==> src/sv/cts_pkg.sv <==
// Shared types, codes and lookup tables of the C token scanner.
`default_nettype none
package cts_pkg;

  localparam int MAX_TEXT_LEN_DEF = 255;
  localparam int LINE_BITS_DEF    = 20;

  localparam logic CMD_BYTE = 1'b0;
  localparam logic CMD_END  = 1'b1;

  localparam logic [2:0] MODE_START    = 3'd0;
  localparam logic [2:0] MODE_IDENT    = 3'd1;
  localparam logic [2:0] MODE_NUMBER   = 3'd2;
  localparam logic [2:0] MODE_STRING   = 3'd3;
  localparam logic [2:0] MODE_CHAR     = 3'd4;
  localparam logic [2:0] MODE_LCOMMENT = 3'd5;
  localparam logic [2:0] MODE_BCOMMENT = 3'd6;
  localparam logic [2:0] MODE_OPERATOR = 3'd7;

  localparam logic [3:0] TK_IDENT   = 4'd0;
  localparam logic [3:0] TK_KEYWORD = 4'd1;
  localparam logic [3:0] TK_INTEGER = 4'd2;
  localparam logic [3:0] TK_REAL    = 4'd3;
  localparam logic [3:0] TK_STRING  = 4'd4;
  localparam logic [3:0] TK_CHAR    = 4'd5;
  localparam logic [3:0] TK_OPER    = 4'd6;
  localparam logic [3:0] TK_ERROR   = 4'd7;
  localparam logic [3:0] TK_EOF     = 4'd8;

  localparam logic [2:0] ERR_NONE     = 3'd0;
  localparam logic [2:0] ERR_UNKNOWN  = 3'd1;
  localparam logic [2:0] ERR_STRING   = 3'd2;
  localparam logic [2:0] ERR_CHAR     = 3'd3;
  localparam logic [2:0] ERR_CHAR_LEN = 3'd4;

  localparam logic [5:0] OP_SLASH     = 6'd4;
  localparam logic [5:0] OP_TILDE     = 6'd9;
  localparam logic [5:0] OP_LAST_PEND = 6'd12;
  localparam logic [5:0] OP_FIRST_TWO = 6'd24;
  localparam logic [5:0] OP_SHL       = 6'd40;
  localparam logic [5:0] OP_SHR       = 6'd41;
  localparam logic [5:0] OP_FIRST_THR = 6'd42;
  localparam logic [5:0] OP_COUNT     = 6'd44;
  localparam logic [5:0] OP_NONE      = 6'd63;

  localparam logic [7:0] CH_TAB   = 8'h09;
  localparam logic [7:0] CH_LF    = 8'h0A;
  localparam logic [7:0] CH_CR    = 8'h0D;
  localparam logic [7:0] CH_SPACE = 8'h20;
  localparam logic [7:0] CH_DQUOT = 8'h22;
  localparam logic [7:0] CH_SQUOT = 8'h27;
  localparam logic [7:0] CH_STAR  = 8'h2A;
  localparam logic [7:0] CH_PLUS  = 8'h2B;
  localparam logic [7:0] CH_MINUS = 8'h2D;
  localparam logic [7:0] CH_DOT   = 8'h2E;
  localparam logic [7:0] CH_SLASH = 8'h2F;
  localparam logic [7:0] CH_LT    = 8'h3C;
  localparam logic [7:0] CH_EQ    = 8'h3D;
  localparam logic [7:0] CH_GT    = 8'h3E;
  localparam logic [7:0] CH_BSL   = 8'h5C;
  localparam logic [7:0] CH_UNDER = 8'h5F;
  localparam logic [7:0] CH_AMP   = 8'h26;
  localparam logic [7:0] CH_BAR   = 8'h7C;

  localparam int KW_COUNT = 37;
  localparam logic [KW_COUNT-1:0] KW_ALL = '1;

  localparam logic [63:0] KW_TEXT [KW_COUNT] = '{
    64'("double"), 64'("int"), 64'("char"), 64'("BYTE"), 64'("float"),
    64'("short"), 64'("unsigned"), 64'("bool"), 64'("long"), 64'("void"),
    64'("WORD"), 64'("DWORD"), 64'("LONGLONG"), 64'("auto"), 64'("break"),
    64'("struct"), 64'("else"), 64'("switch"), 64'("case"), 64'("enum"),
    64'("register"), 64'("typedef"), 64'("extern"), 64'("return"),
    64'("union"), 64'("const"), 64'("continue"), 64'("for"), 64'("signed"),
    64'("default"), 64'("goto"), 64'("sizeof"), 64'("volatile"), 64'("do"),
    64'("if"), 64'("static"), 64'("while")
  };

  localparam logic [3:0] KW_LEN [KW_COUNT] = '{
    4'd6, 4'd3, 4'd4, 4'd4, 4'd5, 4'd5, 4'd8, 4'd4, 4'd4, 4'd4,
    4'd4, 4'd5, 4'd8, 4'd4, 4'd5, 4'd6, 4'd4, 4'd6, 4'd4, 4'd4,
    4'd8, 4'd7, 4'd6, 4'd6, 4'd5, 4'd5, 4'd8, 4'd3, 4'd6, 4'd7,
    4'd4, 4'd6, 4'd8, 4'd2, 4'd2, 4'd6, 4'd5
  };

  typedef struct packed {
    logic [3:0]  token_kind;
    logic [5:0]  token_code;
    logic [19:0] token_line;
    logic [23:0] token_start;
    logic [7:0]  token_length;
    logic        text_truncated;
    logic [2:0]  error_code;
    logic        last_of_run;
  } token_t;

  typedef struct packed {
    logic [2:0]          mode;
    logic [5:0]          pend;
    logic [23:0]         pos;
    logic [23:0]         start;
    logic [7:0]          len;
    logic                is_real;
    logic                esc;
    logic [KW_COUNT-1:0] cand;
    logic                ovf;
  } scan_state_t;

  localparam scan_state_t ST_RESET = '{
    mode: MODE_START, pend: OP_NONE, pos: 24'd0, start: 24'd0, len: 8'd0,
    is_real: 1'b0, esc: 1'b0, cand: KW_ALL, ovf: 1'b0
  };

  function automatic logic [7:0] kw_char(input int k, input logic [3:0] i);
    logic [3:0] sh;
    sh = KW_LEN[k] - i - 4'd1;
    if (i < KW_LEN[k]) kw_char = KW_TEXT[k][8*sh +: 8];
    else kw_char = 8'd0;
  endfunction

  function automatic token_t mk_tok(input logic [3:0] kind, input logic [5:0] code,
                                    input logic [19:0] line, input logic [23:0] start,
                                    input logic [7:0] len, input logic trunc,
                                    input logic [2:0] err);
    mk_tok = '{token_kind: kind, token_code: code, token_line: line, token_start: start,
               token_length: len, text_truncated: trunc, error_code: err,
               last_of_run: 1'b0};
  endfunction

  function automatic logic [7:0] op_len(input logic [5:0] code);
    if (code < OP_FIRST_TWO) op_len = 8'd1;
    else if (code < OP_FIRST_THR) op_len = 8'd2;
    else op_len = 8'd3;
  endfunction

  // {hit, code}
  function automatic logic [6:0] op_single(input logic [7:0] c);
    case (c)
      8'h3D: op_single = {1'b1, 6'd0};
      8'h2B: op_single = {1'b1, 6'd1};
      8'h2D: op_single = {1'b1, 6'd2};
      8'h2A: op_single = {1'b1, 6'd3};
      8'h2F: op_single = {1'b1, 6'd4};
      8'h25: op_single = {1'b1, 6'd5};
      8'h26: op_single = {1'b1, 6'd6};
      8'h7C: op_single = {1'b1, 6'd7};
      8'h5E: op_single = {1'b1, 6'd8};
      8'h7E: op_single = {1'b1, 6'd9};
      8'h21: op_single = {1'b1, 6'd10};
      8'h3C: op_single = {1'b1, 6'd11};
      8'h3E: op_single = {1'b1, 6'd12};
      8'h3F: op_single = {1'b1, 6'd13};
      8'h28: op_single = {1'b1, 6'd14};
      8'h29: op_single = {1'b1, 6'd15};
      8'h7B: op_single = {1'b1, 6'd16};
      8'h7D: op_single = {1'b1, 6'd17};
      8'h5B: op_single = {1'b1, 6'd18};
      8'h5D: op_single = {1'b1, 6'd19};
      8'h2C: op_single = {1'b1, 6'd20};
      8'h2E: op_single = {1'b1, 6'd21};
      8'h3B: op_single = {1'b1, 6'd22};
      8'h3A: op_single = {1'b1, 6'd23};
      default: op_single = {1'b0, OP_NONE};
    endcase
  endfunction

  // {hit, code}
  function automatic logic [6:0] op_extend(input logic [5:0] p, input logic [7:0] c);
    op_extend = {1'b0, OP_NONE};
    if (c == CH_EQ) begin
      case (p)
        6'd0:  op_extend = {1'b1, 6'd24};
        6'd10: op_extend = {1'b1, 6'd25};
        6'd1:  op_extend = {1'b1, 6'd28};
        6'd2:  op_extend = {1'b1, 6'd29};
        6'd3:  op_extend = {1'b1, 6'd30};
        6'd4:  op_extend = {1'b1, 6'd31};
        6'd5:  op_extend = {1'b1, 6'd32};
        6'd6:  op_extend = {1'b1, 6'd33};
        6'd8:  op_extend = {1'b1, 6'd34};
        6'd7:  op_extend = {1'b1, 6'd35};
        6'd12: op_extend = {1'b1, 6'd36};
        6'd11: op_extend = {1'b1, 6'd37};
        6'd40: op_extend = {1'b1, 6'd42};
        6'd41: op_extend = {1'b1, 6'd43};
        default: op_extend = {1'b0, OP_NONE};
      endcase
    end else if (c == CH_PLUS && p == 6'd1) op_extend = {1'b1, 6'd26};
    else if (c == CH_MINUS && p == 6'd2) op_extend = {1'b1, 6'd27};
    else if (c == CH_AMP && p == 6'd6) op_extend = {1'b1, 6'd38};
    else if (c == CH_BAR && p == 6'd7) op_extend = {1'b1, 6'd39};
    else if (c == CH_LT && p == 6'd11) op_extend = {1'b1, OP_SHL};
    else if (c == CH_GT && p == 6'd12) op_extend = {1'b1, OP_SHR};
  endfunction

  function automatic logic is_digit(input logic [7:0] c);
    is_digit = (c >= 8'h30 && c <= 8'h39);
  endfunction

  function automatic logic is_alpha(input logic [7:0] c);
    is_alpha = (c >= 8'h61 && c <= 8'h7A) || (c >= 8'h41 && c <= 8'h5A) || c == CH_UNDER;
  endfunction

  function automatic logic is_space(input logic [7:0] c);
    is_space = c == CH_SPACE || c == CH_TAB || c == CH_CR || c == CH_LF;
  endfunction

endpackage
`default_nettype wire

==> src/sv/cts_if.sv <==
// Channel interfaces: source bytes in, tokens out.
`default_nettype none
interface cts_byte_if;
  logic       valid;
  logic       ready;
  logic       cmd;
  logic [7:0] source_byte;
  modport source (output valid, cmd, source_byte, input ready);
  modport sink (input valid, cmd, source_byte, output ready);
endinterface

interface cts_token_if;
  logic        valid;
  logic        ready;
  logic [3:0]  token_kind;
  logic [5:0]  token_code;
  logic [19:0] token_line;
  logic [23:0] token_start;
  logic [7:0]  token_length;
  logic        text_truncated;
  logic [2:0]  error_code;
  logic        last_of_run;
  modport source (output valid, token_kind, token_code, token_line, token_start,
                  token_length, text_truncated, error_code, last_of_run, input ready);
  modport sink (input valid, token_kind, token_code, token_line, token_start,
                token_length, text_truncated, error_code, last_of_run, output ready);
endinterface
`default_nettype wire

==> src/sv/c_token_scanner_core.sv <==
// Top level of the C token scanner: state registers, transition logic, token queue.
//
//  channel  | dir | handshake     | word
//  in_ch    | in  | valid / ready | cmd, source_byte
//  out_ch   | out | valid / ready | token_kind .. last_of_run
//
// One byte is taken per cycle while input ready is high; the scan state updates at the edge that takes it.
// A byte yields up to two tokens; the queue sends one token per cycle while out_ch ready is high.
// Input ready is low while the queue holds three or more tokens.
// Reset returns the scanner to the start of a source, line 1, offset 0.
`default_nettype none
module c_token_scanner_core #(
  parameter int MAX_TEXT_LEN = cts_pkg::MAX_TEXT_LEN_DEF,
  parameter int LINE_BITS    = cts_pkg::LINE_BITS_DEF
) (
  input  logic        clk,
  input  logic        rst,
  cts_byte_if.sink    in_ch,
  cts_token_if.source out_ch
);
  import cts_pkg::*;

  scan_state_t          st;
  scan_state_t          st_next;
  logic [LINE_BITS-1:0] line;
  logic [LINE_BITS-1:0] line_next;
  token_t               tk0;
  token_t               tk1;
  logic [1:0]           n;
  logic                 space;
  logic                 acc;

  assign in_ch.ready = space;
  assign acc         = in_ch.valid && space;

  cts_step #(.MAX_TEXT_LEN(MAX_TEXT_LEN), .LINE_BITS(LINE_BITS)) u_step (
    .st(st), .line(line), .cmd(in_ch.cmd), .c(in_ch.source_byte),
    .ns(st_next), .nline(line_next), .tk0(tk0), .tk1(tk1), .n(n)
  );

  cts_queue u_queue (
    .clk(clk), .rst(rst), .push_n(acc ? n : 2'd0), .tk0(tk0), .tk1(tk1),
    .space(space), .out_ch(out_ch)
  );

  always_ff @(posedge clk) begin
    if (rst) begin
      st   <= ST_RESET;
      line <= LINE_BITS'(1);
    end else if (acc) begin
      st   <= st_next;
      line <= line_next;
    end
  end

endmodule
`default_nettype wire

==> src/sv/cts_step.sv <==
// Per-byte scanner transition: next state and up to two tokens.
`default_nettype none
module cts_step #(
  parameter int MAX_TEXT_LEN = cts_pkg::MAX_TEXT_LEN_DEF,
  parameter int LINE_BITS    = cts_pkg::LINE_BITS_DEF
) (
  input  cts_pkg::scan_state_t st,
  input  logic [LINE_BITS-1:0] line,
  input  logic                 cmd,
  input  logic [7:0]           c,
  output cts_pkg::scan_state_t ns,
  output logic [LINE_BITS-1:0] nline,
  output cts_pkg::token_t      tk0,
  output cts_pkg::token_t      tk1,
  output logic [1:0]           n
);
  import cts_pkg::*;

  localparam logic [7:0] MAX_LEN = 8'(MAX_TEXT_LEN);

  logic [LINE_BITS+19:0] line_ext;
  logic [19:0]           tline;
  logic [KW_COUNT-1:0]   filt;
  logic [KW_COUNT-1:0]   first;
  logic [KW_COUNT-1:0]   lenmatch;
  logic                  kw_ok;
  logic [5:0]            kw_code;
  logic [6:0]            sgl;
  logic [6:0]            ext;
  logic                  go;
  token_t                tk [2];

  assign line_ext = {20'd0, line};
  assign tline    = line_ext[19:0];
  assign sgl      = op_single(c);
  assign ext      = op_extend(st.pend, c);

  always_comb begin
    kw_code = 6'd0;
    for (int k = 0; k < KW_COUNT; k++) begin
      filt[k]     = !(st.len >= 8'd8 || st.ovf) && kw_char(k, st.len[3:0]) == c;
      first[k]    = kw_char(k, 4'd0) == c;
      lenmatch[k] = {4'd0, KW_LEN[k]} == st.len;
    end
    for (int k = KW_COUNT - 1; k >= 0; k--) begin
      if (st.cand[k] && lenmatch[k]) kw_code = 6'(k);
    end
    kw_ok = !st.ovf && st.len <= 8'd8 && |(st.cand & lenmatch);
  end

  always_comb begin
    ns    = st;
    nline = line;
    tk[0] = '0;
    tk[1] = '0;
    n     = 2'd0;
    go    = 1'b0;
    if (cmd == CMD_END) begin
      case (st.mode)
        MODE_IDENT: begin
          if (kw_ok) tk[0] = mk_tok(TK_KEYWORD, kw_code, tline, st.start, st.len, 1'b0,
                                    ERR_NONE);
          else tk[0] = mk_tok(TK_IDENT, 6'd0, tline, st.start, st.len, st.ovf, ERR_NONE);
          n = 2'd1;
        end
        MODE_NUMBER: begin
          tk[0] = mk_tok(st.is_real ? TK_REAL : TK_INTEGER, 6'd0, tline, st.start, st.len,
                         1'b0, ERR_NONE);
          n = 2'd1;
        end
        MODE_OPERATOR: begin
          if (st.pend < OP_COUNT) begin
            tk[0] = mk_tok(TK_OPER, st.pend, tline, st.start, op_len(st.pend), 1'b0,
                           ERR_NONE);
            n = 2'd1;
          end
        end
        MODE_STRING: begin
          tk[0] = mk_tok(TK_ERROR, 6'd0, tline, st.start, st.len, 1'b0, ERR_STRING);
          n = 2'd1;
        end
        MODE_CHAR: begin
          tk[0] = mk_tok(TK_ERROR, 6'd0, tline, st.start, st.len, 1'b0, ERR_CHAR);
          n = 2'd1;
        end
        default: ;
      endcase
      tk[n[0]] = mk_tok(TK_EOF, 6'd0, tline, st.pos, 8'd0, 1'b0, ERR_NONE);
      n = n + 2'd1;
      ns = ST_RESET;
      nline = LINE_BITS'(1);
    end else begin
      case (st.mode)
        MODE_IDENT: begin
          if (is_alpha(c) || is_digit(c)) begin
            ns.cand = st.cand & filt;
            if (st.len < MAX_LEN) ns.len = st.len + 8'd1;
            else begin
              ns.ovf  = 1'b1;
              ns.cand = '0;
            end
          end else begin
            if (kw_ok) tk[0] = mk_tok(TK_KEYWORD, kw_code, tline, st.start, st.len, 1'b0,
                                      ERR_NONE);
            else tk[0] = mk_tok(TK_IDENT, 6'd0, tline, st.start, st.len, st.ovf, ERR_NONE);
            n  = 2'd1;
            go = 1'b1;
          end
        end
        MODE_NUMBER: begin
          if (is_digit(c) || c == CH_DOT) begin
            if (c == CH_DOT) ns.is_real = 1'b1;
            if (st.len < MAX_LEN) ns.len = st.len + 8'd1;
            else ns.ovf = 1'b1;
          end else begin
            tk[0] = mk_tok(st.is_real ? TK_REAL : TK_INTEGER, 6'd0, tline, st.start, st.len,
                           1'b0, ERR_NONE);
            n  = 2'd1;
            go = 1'b1;
          end
        end
        MODE_STRING: begin
          if (st.esc || !(c == CH_DQUOT || c == CH_BSL || c == CH_CR || c == CH_LF)) begin
            ns.esc = 1'b0;
            if (st.len < MAX_LEN) ns.len = st.len + 8'd1;
            else ns.ovf = 1'b1;
          end else if (c == CH_DQUOT) begin
            tk[0] = mk_tok(TK_STRING, 6'd0, tline, st.start, st.len, st.ovf, ERR_NONE);
            n = 2'd1;
            ns.mode = MODE_START;
          end else if (c == CH_BSL) begin
            ns.esc = 1'b1;
          end else begin
            tk[0] = mk_tok(TK_ERROR, 6'd0, tline, st.start, st.len, 1'b0, ERR_STRING);
            n = 2'd1;
            ns.mode = MODE_START;
          end
        end
        MODE_CHAR: begin
          if (st.esc || !(c == CH_SQUOT || c == CH_BSL || c == CH_CR || c == CH_LF)) begin
            ns.esc = 1'b0;
            if (st.len >= 8'd1) begin
              tk[0] = mk_tok(TK_ERROR, 6'd0, tline, st.start, st.len, 1'b0, ERR_CHAR_LEN);
              n = 2'd1;
              ns.mode = MODE_START;
            end else begin
              ns.len = 8'd1;
            end
          end else if (c == CH_SQUOT) begin
            tk[0] = mk_tok(TK_CHAR, 6'd0, tline, st.start, st.len, 1'b0, ERR_NONE);
            n = 2'd1;
            ns.mode = MODE_START;
          end else if (c == CH_BSL) begin
            ns.esc = 1'b1;
          end else begin
            tk[0] = mk_tok(TK_ERROR, 6'd0, tline, st.start, st.len, 1'b0, ERR_CHAR);
            n = 2'd1;
            ns.mode = MODE_START;
          end
        end
        MODE_LCOMMENT: begin
          if (c == CH_CR || c == CH_LF) ns.mode = MODE_START;
        end
        MODE_BCOMMENT: begin
          if (c == CH_STAR) ns.esc = 1'b1;
          else begin
            ns.esc = 1'b0;
            if (c == CH_SLASH && st.esc) ns.mode = MODE_START;
          end
        end
        MODE_OPERATOR: begin
          if (st.pend == OP_SLASH && c == CH_SLASH) begin
            ns.mode = MODE_LCOMMENT;
            ns.pend = OP_NONE;
          end else if (st.pend == OP_SLASH && c == CH_STAR) begin
            ns.mode = MODE_BCOMMENT;
            ns.pend = OP_NONE;
            ns.esc  = 1'b0;
          end else if (ext[6]) begin
            if (ext[5:0] == OP_SHL || ext[5:0] == OP_SHR) begin
              ns.pend = ext[5:0];
            end else begin
              tk[0] = mk_tok(TK_OPER, ext[5:0], tline, st.start, op_len(ext[5:0]), 1'b0,
                             ERR_NONE);
              n = 2'd1;
              ns.mode = MODE_START;
              ns.pend = OP_NONE;
            end
          end else begin
            tk[0] = mk_tok(TK_OPER, st.pend, tline, st.start, op_len(st.pend), 1'b0,
                           ERR_NONE);
            n  = 2'd1;
            go = 1'b1;
          end
        end
        default: go = 1'b1;
      endcase

      if (go) begin
        ns         = ST_RESET;
        ns.pos     = st.pos;
        ns.start   = st.pos;
        if (is_digit(c) || c == CH_DOT) begin
          ns.mode    = MODE_NUMBER;
          ns.len     = 8'd1;
          ns.is_real = c == CH_DOT;
        end else if (is_alpha(c)) begin
          ns.mode = MODE_IDENT;
          ns.cand = first;
          ns.len  = 8'd1;
        end else if (c == CH_DQUOT) begin
          ns.mode = MODE_STRING;
        end else if (c == CH_SQUOT) begin
          ns.mode = MODE_CHAR;
        end else if (is_space(c)) begin
          ns.mode = MODE_START;
        end else if (sgl[6]) begin
          if (sgl[5:0] <= OP_LAST_PEND && sgl[5:0] != OP_TILDE) begin
            ns.mode = MODE_OPERATOR;
            ns.pend = sgl[5:0];
          end else begin
            tk[n[0]] = mk_tok(TK_OPER, sgl[5:0], tline, st.pos, 8'd1, 1'b0, ERR_NONE);
            n = n + 2'd1;
          end
        end else begin
          tk[n[0]] = mk_tok(TK_ERROR, 6'd0, tline, st.pos, 8'd1, 1'b0, ERR_UNKNOWN);
          n = n + 2'd1;
        end
      end

      if (c == CH_LF && line != '1) nline = line + LINE_BITS'(1);
      ns.pos = st.pos + 24'd1;
    end
    if (n != 2'd0) tk[n[1]].last_of_run = 1'b1;
  end

  assign tk0 = tk[0];
  assign tk1 = tk[1];

endmodule
`default_nettype wire

==> src/sv/cts_queue.sv <==
// Four-word token queue that takes up to two tokens a cycle and sends one while out_ch ready is high.
`default_nettype none
module cts_queue (
  input  logic                clk,
  input  logic                rst,
  input  logic [1:0]          push_n,
  input  cts_pkg::token_t     tk0,
  input  cts_pkg::token_t     tk1,
  output logic                space,
  cts_token_if.source         out_ch
);
  import cts_pkg::*;

  token_t     mem [4];
  logic [1:0] wp;
  logic [1:0] rp;
  logic [2:0] cnt;
  logic       pop;
  token_t     head;

  assign pop   = out_ch.valid && out_ch.ready;
  assign space = cnt <= 3'd2;
  assign head  = mem[rp];

  always_ff @(posedge clk) begin
    if (rst) begin
      wp  <= 2'd0;
      rp  <= 2'd0;
      cnt <= 3'd0;
    end else begin
      wp  <= wp + push_n;
      if (pop) rp <= rp + 2'd1;
      cnt <= cnt + {1'b0, push_n} - {2'd0, pop};
    end
    if (push_n != 2'd0) mem[wp] <= tk0;
    if (push_n == 2'd2) mem[wp + 2'd1] <= tk1;
  end

  assign out_ch.valid          = cnt != 3'd0;
  assign out_ch.token_kind     = head.token_kind;
  assign out_ch.token_code     = head.token_code;
  assign out_ch.token_line     = head.token_line;
  assign out_ch.token_start    = head.token_start;
  assign out_ch.token_length   = head.token_length;
  assign out_ch.text_truncated = head.text_truncated;
  assign out_ch.error_code     = head.error_code;
  assign out_ch.last_of_run    = head.last_of_run;

`ifndef NO_ASSERTIONS
  a_cnt_bound: assert property (@(posedge clk) disable iff (rst) cnt <= 3'd4)
    else $error("queue count overflow");
  a_push_space: assert property (@(posedge clk) disable iff (rst) push_n != 2'd0 |-> space)
    else $error("push without room");
  a_cnt_track: assert property (@(posedge clk) disable iff (rst)
    !pop |=> cnt == 3'($past(cnt) + {1'b0, $past(push_n)}))
    else $error("queue count mismatch");
  a_eof_last: assert property (@(posedge clk) disable iff (rst)
    out_ch.valid && out_ch.token_kind == TK_EOF |-> out_ch.last_of_run)
    else $error("eof token not last of run");
`endif

endmodule
`default_nettype wire
==> src/flat_wrapper.sv <==
// flat-port wrapper written by rule: the top's interface ports become plain ports
module c_token_scanner_core_flat import cts_pkg::*;
#(
  parameter int MAX_TEXT_LEN = cts_pkg::MAX_TEXT_LEN_DEF,
  parameter int LINE_BITS    = cts_pkg::LINE_BITS_DEF
)
  (clk, rst, in_ch_valid, in_ch_cmd, in_ch_source_byte, in_ch_ready, out_ch_valid, out_ch_token_kind, out_ch_token_code, out_ch_token_line, out_ch_token_start, out_ch_token_length, out_ch_text_truncated, out_ch_error_code, out_ch_last_of_run, out_ch_ready);
  cts_byte_if in_ch_i ();
  cts_token_if out_ch_i ();
  input  logic clk;
  input  logic rst;
  input wire logic [$bits(in_ch_i.valid)-1:0] in_ch_valid;
  input wire logic [$bits(in_ch_i.cmd)-1:0] in_ch_cmd;
  input wire logic [$bits(in_ch_i.source_byte)-1:0] in_ch_source_byte;
  output wire logic [$bits(in_ch_i.ready)-1:0] in_ch_ready;
  output wire logic [$bits(out_ch_i.valid)-1:0] out_ch_valid;
  output wire logic [$bits(out_ch_i.token_kind)-1:0] out_ch_token_kind;
  output wire logic [$bits(out_ch_i.token_code)-1:0] out_ch_token_code;
  output wire logic [$bits(out_ch_i.token_line)-1:0] out_ch_token_line;
  output wire logic [$bits(out_ch_i.token_start)-1:0] out_ch_token_start;
  output wire logic [$bits(out_ch_i.token_length)-1:0] out_ch_token_length;
  output wire logic [$bits(out_ch_i.text_truncated)-1:0] out_ch_text_truncated;
  output wire logic [$bits(out_ch_i.error_code)-1:0] out_ch_error_code;
  output wire logic [$bits(out_ch_i.last_of_run)-1:0] out_ch_last_of_run;
  input wire logic [$bits(out_ch_i.ready)-1:0] out_ch_ready;
  assign in_ch_i.valid = in_ch_valid;
  assign in_ch_i.cmd = in_ch_cmd;
  assign in_ch_i.source_byte = in_ch_source_byte;
  assign in_ch_ready = in_ch_i.ready;
  assign out_ch_valid = out_ch_i.valid;
  assign out_ch_token_kind = out_ch_i.token_kind;
  assign out_ch_token_code = out_ch_i.token_code;
  assign out_ch_token_line = out_ch_i.token_line;
  assign out_ch_token_start = out_ch_i.token_start;
  assign out_ch_token_length = out_ch_i.token_length;
  assign out_ch_text_truncated = out_ch_i.text_truncated;
  assign out_ch_error_code = out_ch_i.error_code;
  assign out_ch_last_of_run = out_ch_i.last_of_run;
  assign out_ch_i.ready = out_ch_ready;
  c_token_scanner_core #(.MAX_TEXT_LEN(MAX_TEXT_LEN), .LINE_BITS(LINE_BITS)) u_core (.clk(clk), .rst(rst), .in_ch(in_ch_i), .out_ch(out_ch_i));
endmodule
==> config.mk <==
export PLATFORM = sky130hd
export DESIGN_NAME = c_token_scanner_core_flat
export DESIGN_NICKNAME = d
export VERILOG_FILES = /design/src/sv/cts_pkg.sv /design/src/sv/cts_if.sv /design/src/sv/c_token_scanner_core.sv /design/src/sv/cts_step.sv /design/src/sv/cts_queue.sv /design/src/flat_wrapper.sv
export SDC_FILE = /design/constraint.sdc
export NUM_CORES = 1
export LEC_CHECK = 0
export BUFFER_PORTS_ARGS = -buffer_cell sky130_fd_sc_hd__clkbuf_2
export CORE_UTILIZATION = 45
export DETAILED_ROUTE_END_ITERATION = 8
export GPL_TIMING_DRIVEN = 0
export PLACE_DENSITY = 0.57
export RECOVER_POWER = 50
export SYNTH_ARGS = -nofsm -noshare
export SYNTH_HDL_FRONTEND = slang
export SYNTH_SLANG_ARGS = --single-unit
==> constraint.sdc <==
create_clock -name clk -period 17.7 [get_ports clk]
set_clock_uncertainty 0.05 [all_clocks]
set_input_delay 2.655 -clock clk [delete_from_list [all_inputs] [get_ports clk]]
set_output_delay 2.655 -clock clk [all_outputs]
set_load 0.01 [all_outputs]
==> flow_summary.toml <==
[run_status]
status = "complete, but fails checks"
violations = "capacitance limit, slew limit"

[placed_design]
hpwl_um = 81610
place_area_mm2 = 0.02750
placedCellCount = 3637
place.gp.congestion = 1.039
numPortBuffers = 78

[floorplanning]
die_area_mm2 = 0.05820
dieHeight_um = 241.3
coreArea_mm2 = 0.05650
fp.dieW_um = 241.3
num_rows = 87
io_pins = 82
start_util_pct = 45.60

[power_and_ir_drop]
p_int_mw = 1.923
vdd_drop_max_v = 0.00008479
clkPwrFrac_pct = 33.2
seqPwrFrac_pct = 40.4
p_total_mw = 2.858
power_density_mw_per_mm2 = 99.34
comb_power_share_pct = 26.4
swShare_pct = 32.72
p_sw_uw = 935.1
leakagePower_nw = 9.945

[logic_synthesis]
synth_top_family_by_area = "compound AO/OA/AOI/OAI gates"
synth_compound_area_share_pct = 20.57
synth_xor_area_share_pct = 4.352
syn_area_per_cell_um2 = 9.246
synth-main-ff-cell = "edfxtp_1"
synthMuxAreaShare_pct = 7.019
synth_enable_flop_cells = 268
synthArstFlopShare_pct = 0
synthSimpleGateAreaFrac_pct = 19.51
syn_nets = 2838
ys_seq_area_share_pct = 42.20
ys_ff_latch = 409
synthAdderAreaFrac_pct = 1.923
synth_warnings = 0
synth.cell_area_mm2 = 0.02576
syn_inst = 2786
ys_types = 90

[grt]
grt_use_total_pct = 37.28
grt_max_degree = 24
grt_pass1_wl_um = 158100
overflow = 0
grt_pass1_vias = 23407
antenna_found_initial = 2

[worst_setup_path]
endpoint_kind = "flip-flop"
crit_path_cell_trace = "clkbuf_1, clkbuf_1, nor2_1, a31oi_1, a211oi_1, a2111oi_0, nand2_2, o211ai_1, a21o_1, clkbuf_1, clkbuf_1, clkbuf_1, o21ai_4, buf_16, buf_12"
path_class = "in -> reg"
cp_slowest_cell = "a2111oi_0"
cpMostUsedCell = "clkbuf_1"
crit_fanout = 22
slowest_delay_ps = 1870
crit_path_start_kind = "primary input"
crit_arrival_ps = 10240
required_ps = 17960

[route]
drt_first_pass_iters = 8
vias = 24813
postRouteAntennaNets = 0
via_per_inst = 6.674
wire_per_inst_um = 29.57
drc_errors = 0
drt_iter0_drc = 2944
drt_wl_total_um = 109900

[sta]
fmax_mhz = 100.2
finalSetupTns_ps = 0
worstMarginPinSlew_ps = 2679
min_period_ps = 9983
fin_crit_sh_pct = 56.40
max_slew_margin_pct = -83.22
hold_violations = 0
rsz0062_at_grt = "no"
slew_violations = 33
holdWs_ps = 426.0
finalSetupViolCount = 0

[clocking]
clkTransAtPathRegs_ps = 60
cts_setup_buffers = 0
clockBufferDepth = 3
root_buffer = "clkbuf_16"
cts.repair.resized = 0
clk_latency_ps = 610
cts.sinks = 409
cts_made_buffers = 43
hold_buffers = 0
ctsHtreeMaxLevel = 2
cts_tree = "yes"

[cells_and_area]
syn_to_final_growth_pct = 11.68
nets = 2978
stdcell_area_mm2 = 0.02877
drive_gt1_share_pct = 7.599
stdcell_count = 3718

[hold_path]
hold_path_class = "reg -> reg"

[flow_run]
drv_cap = 5
[cell type report]
type	count	area [um2]
sequential	409	10870
clock buffer	52	1151
inverter	47	176.4
buffer	244	943.4
fill	5377	27730
multi-input combinational	2086	13740
clock inverter	28	332.8
antenna	1	2.502
timing repair buffer	95	604.3
tap	756	945.9
[cells by family (layout without fill, tap and decap cells)]
logic type               Yosys count  in the layout
AND/OR/NAND/NOR                 1018           1018
multiplexers                      96             96
other                              0              1
XOR/XNOR                         128            128
buffers and inverters            291            466
AO/OA/AOI/OAI                    805            805
flip-flops                       409            409
adder cells (fa/ha/maj)           39             39
[critical path, delay by kind of cell]
| kind | cells | cell delay, ps |
|---|---|---|
| buffers and inverters | 7 | 2830 |
| and+or+nand+nor | 2 | 640 |
| AOI/OAI and AO/OA | 6 | 4050 |
[registers in the layout, summed over array words and instances (netlist names), named ones only]
name / flops
u_core.u_queue.mem: 268
u_core.u_queue.cnt: 3
u_core.st: 105
u_core.u_queue.rp: 2
u_core.line: 20
u_core.u_queue.wp: 2
[final timing paths]
path / from / cells past startpoint / slack [ps] / end
worst max-delay path: in_ch_source_byte[2] / 15 / 7720 / u_core.u_queue.mem[2][54]$_DFFE_PP_
worst min-delay path: u_core.st[2]$_SDFFE_PP1P_ / 1 / 430 / u_core.st[2]$_SDFFE_PP1P_
worst max register to register: u_core.st[41]$_SDFFE_PP0P_ / 21 / 8680 / u_core.u_queue.mem[2][54]$_DFFE_PP_
worst min register to register: u_core.st[2]$_SDFFE_PP1P_ / 1 / 430 / u_core.st[2]$_SDFFE_PP1P_
[power groups by stage]
stage | Clock, mW | Sequential (mW) | Combinational (mW)
floorplan | 0 | 1.17 | 0.452
global placement | 0 | 1.20 | 0.729
detailed placement | 0 | 1.17 | 0.762
CTS | 0.961 | 1.15 | 0.765
global route | 1.00 | 1.16 | 0.800
finish | 0.950 | 1.16 | 0.753
[synthesized netlist by cell type (17+ instances only)]
cell      number  area share [%]
or3_1         19            0.46
nand3_1       84             1.6
a21oi_1      253             4.9
o211ai_1      25            0.73
inv_1         42            0.61
and3_1        27            0.66
nor2b_1       20            0.49
ha_1          38             1.8
clkbuf_1     183             2.7
edfxtp_1     268              31
buf_1         24            0.35
nor4_1        19            0.46
o21ai_0      163             3.2
nand4_1       36            0.87
mux2i_1       22            0.85
nor2_1       290             4.2
dfxtp_1      141              11
buf_2         36            0.70
nand2b_1      32            0.78
nand2_1      238             3.5
and2_1        97             2.4
o32ai_1       17            0.58
nor3_1        72             1.4
xor2_1        52             1.8
a22oi_1       44             1.3
a32o_1        52             2.0
o21a_1        25            0.73
xnor2_1       76             2.6
mux4_2        67             5.9
a211oi_1      23            0.67
a31oi_1       30            0.73
[layer usage]
metal	vias up	track usage (%)	wire, um
li1	10721	-	-
met1	12245	48.93	44400
met2	1558	57.60	48700
met3	287	8.033	10650
met4	2	19.72	6172
met5	-	0	10
[per-stage QoR]
step | setup WS, ps | util [%]
floorplan | 6239 | -
global placement | 291.7 | 47.96
detailed placement | 8997 | 48.68
CTS | 9578 | 51.31
global route | 7757 | 50.92
finish | 7717 | 50.92
[placed cells by master, fill, tap and decap left out, types with 72 or more instances in the layout]
| cell | instances |
|---|---|
| edfxtp_1 | 268 |
| o21ai_0 | 163 |
| a21oi_1 | 253 |
| nor3_1 | 72 |
| clkbuf_1 | 286 |
| nand3_1 | 84 |
| xnor2_1 | 76 |
| and2_1 | 95 |
| dfxtp_1 | 141 |
| nand2_1 | 238 |
| nor2_1 | 290 |
No activity file was read; power rests on OpenSTA's default activity.
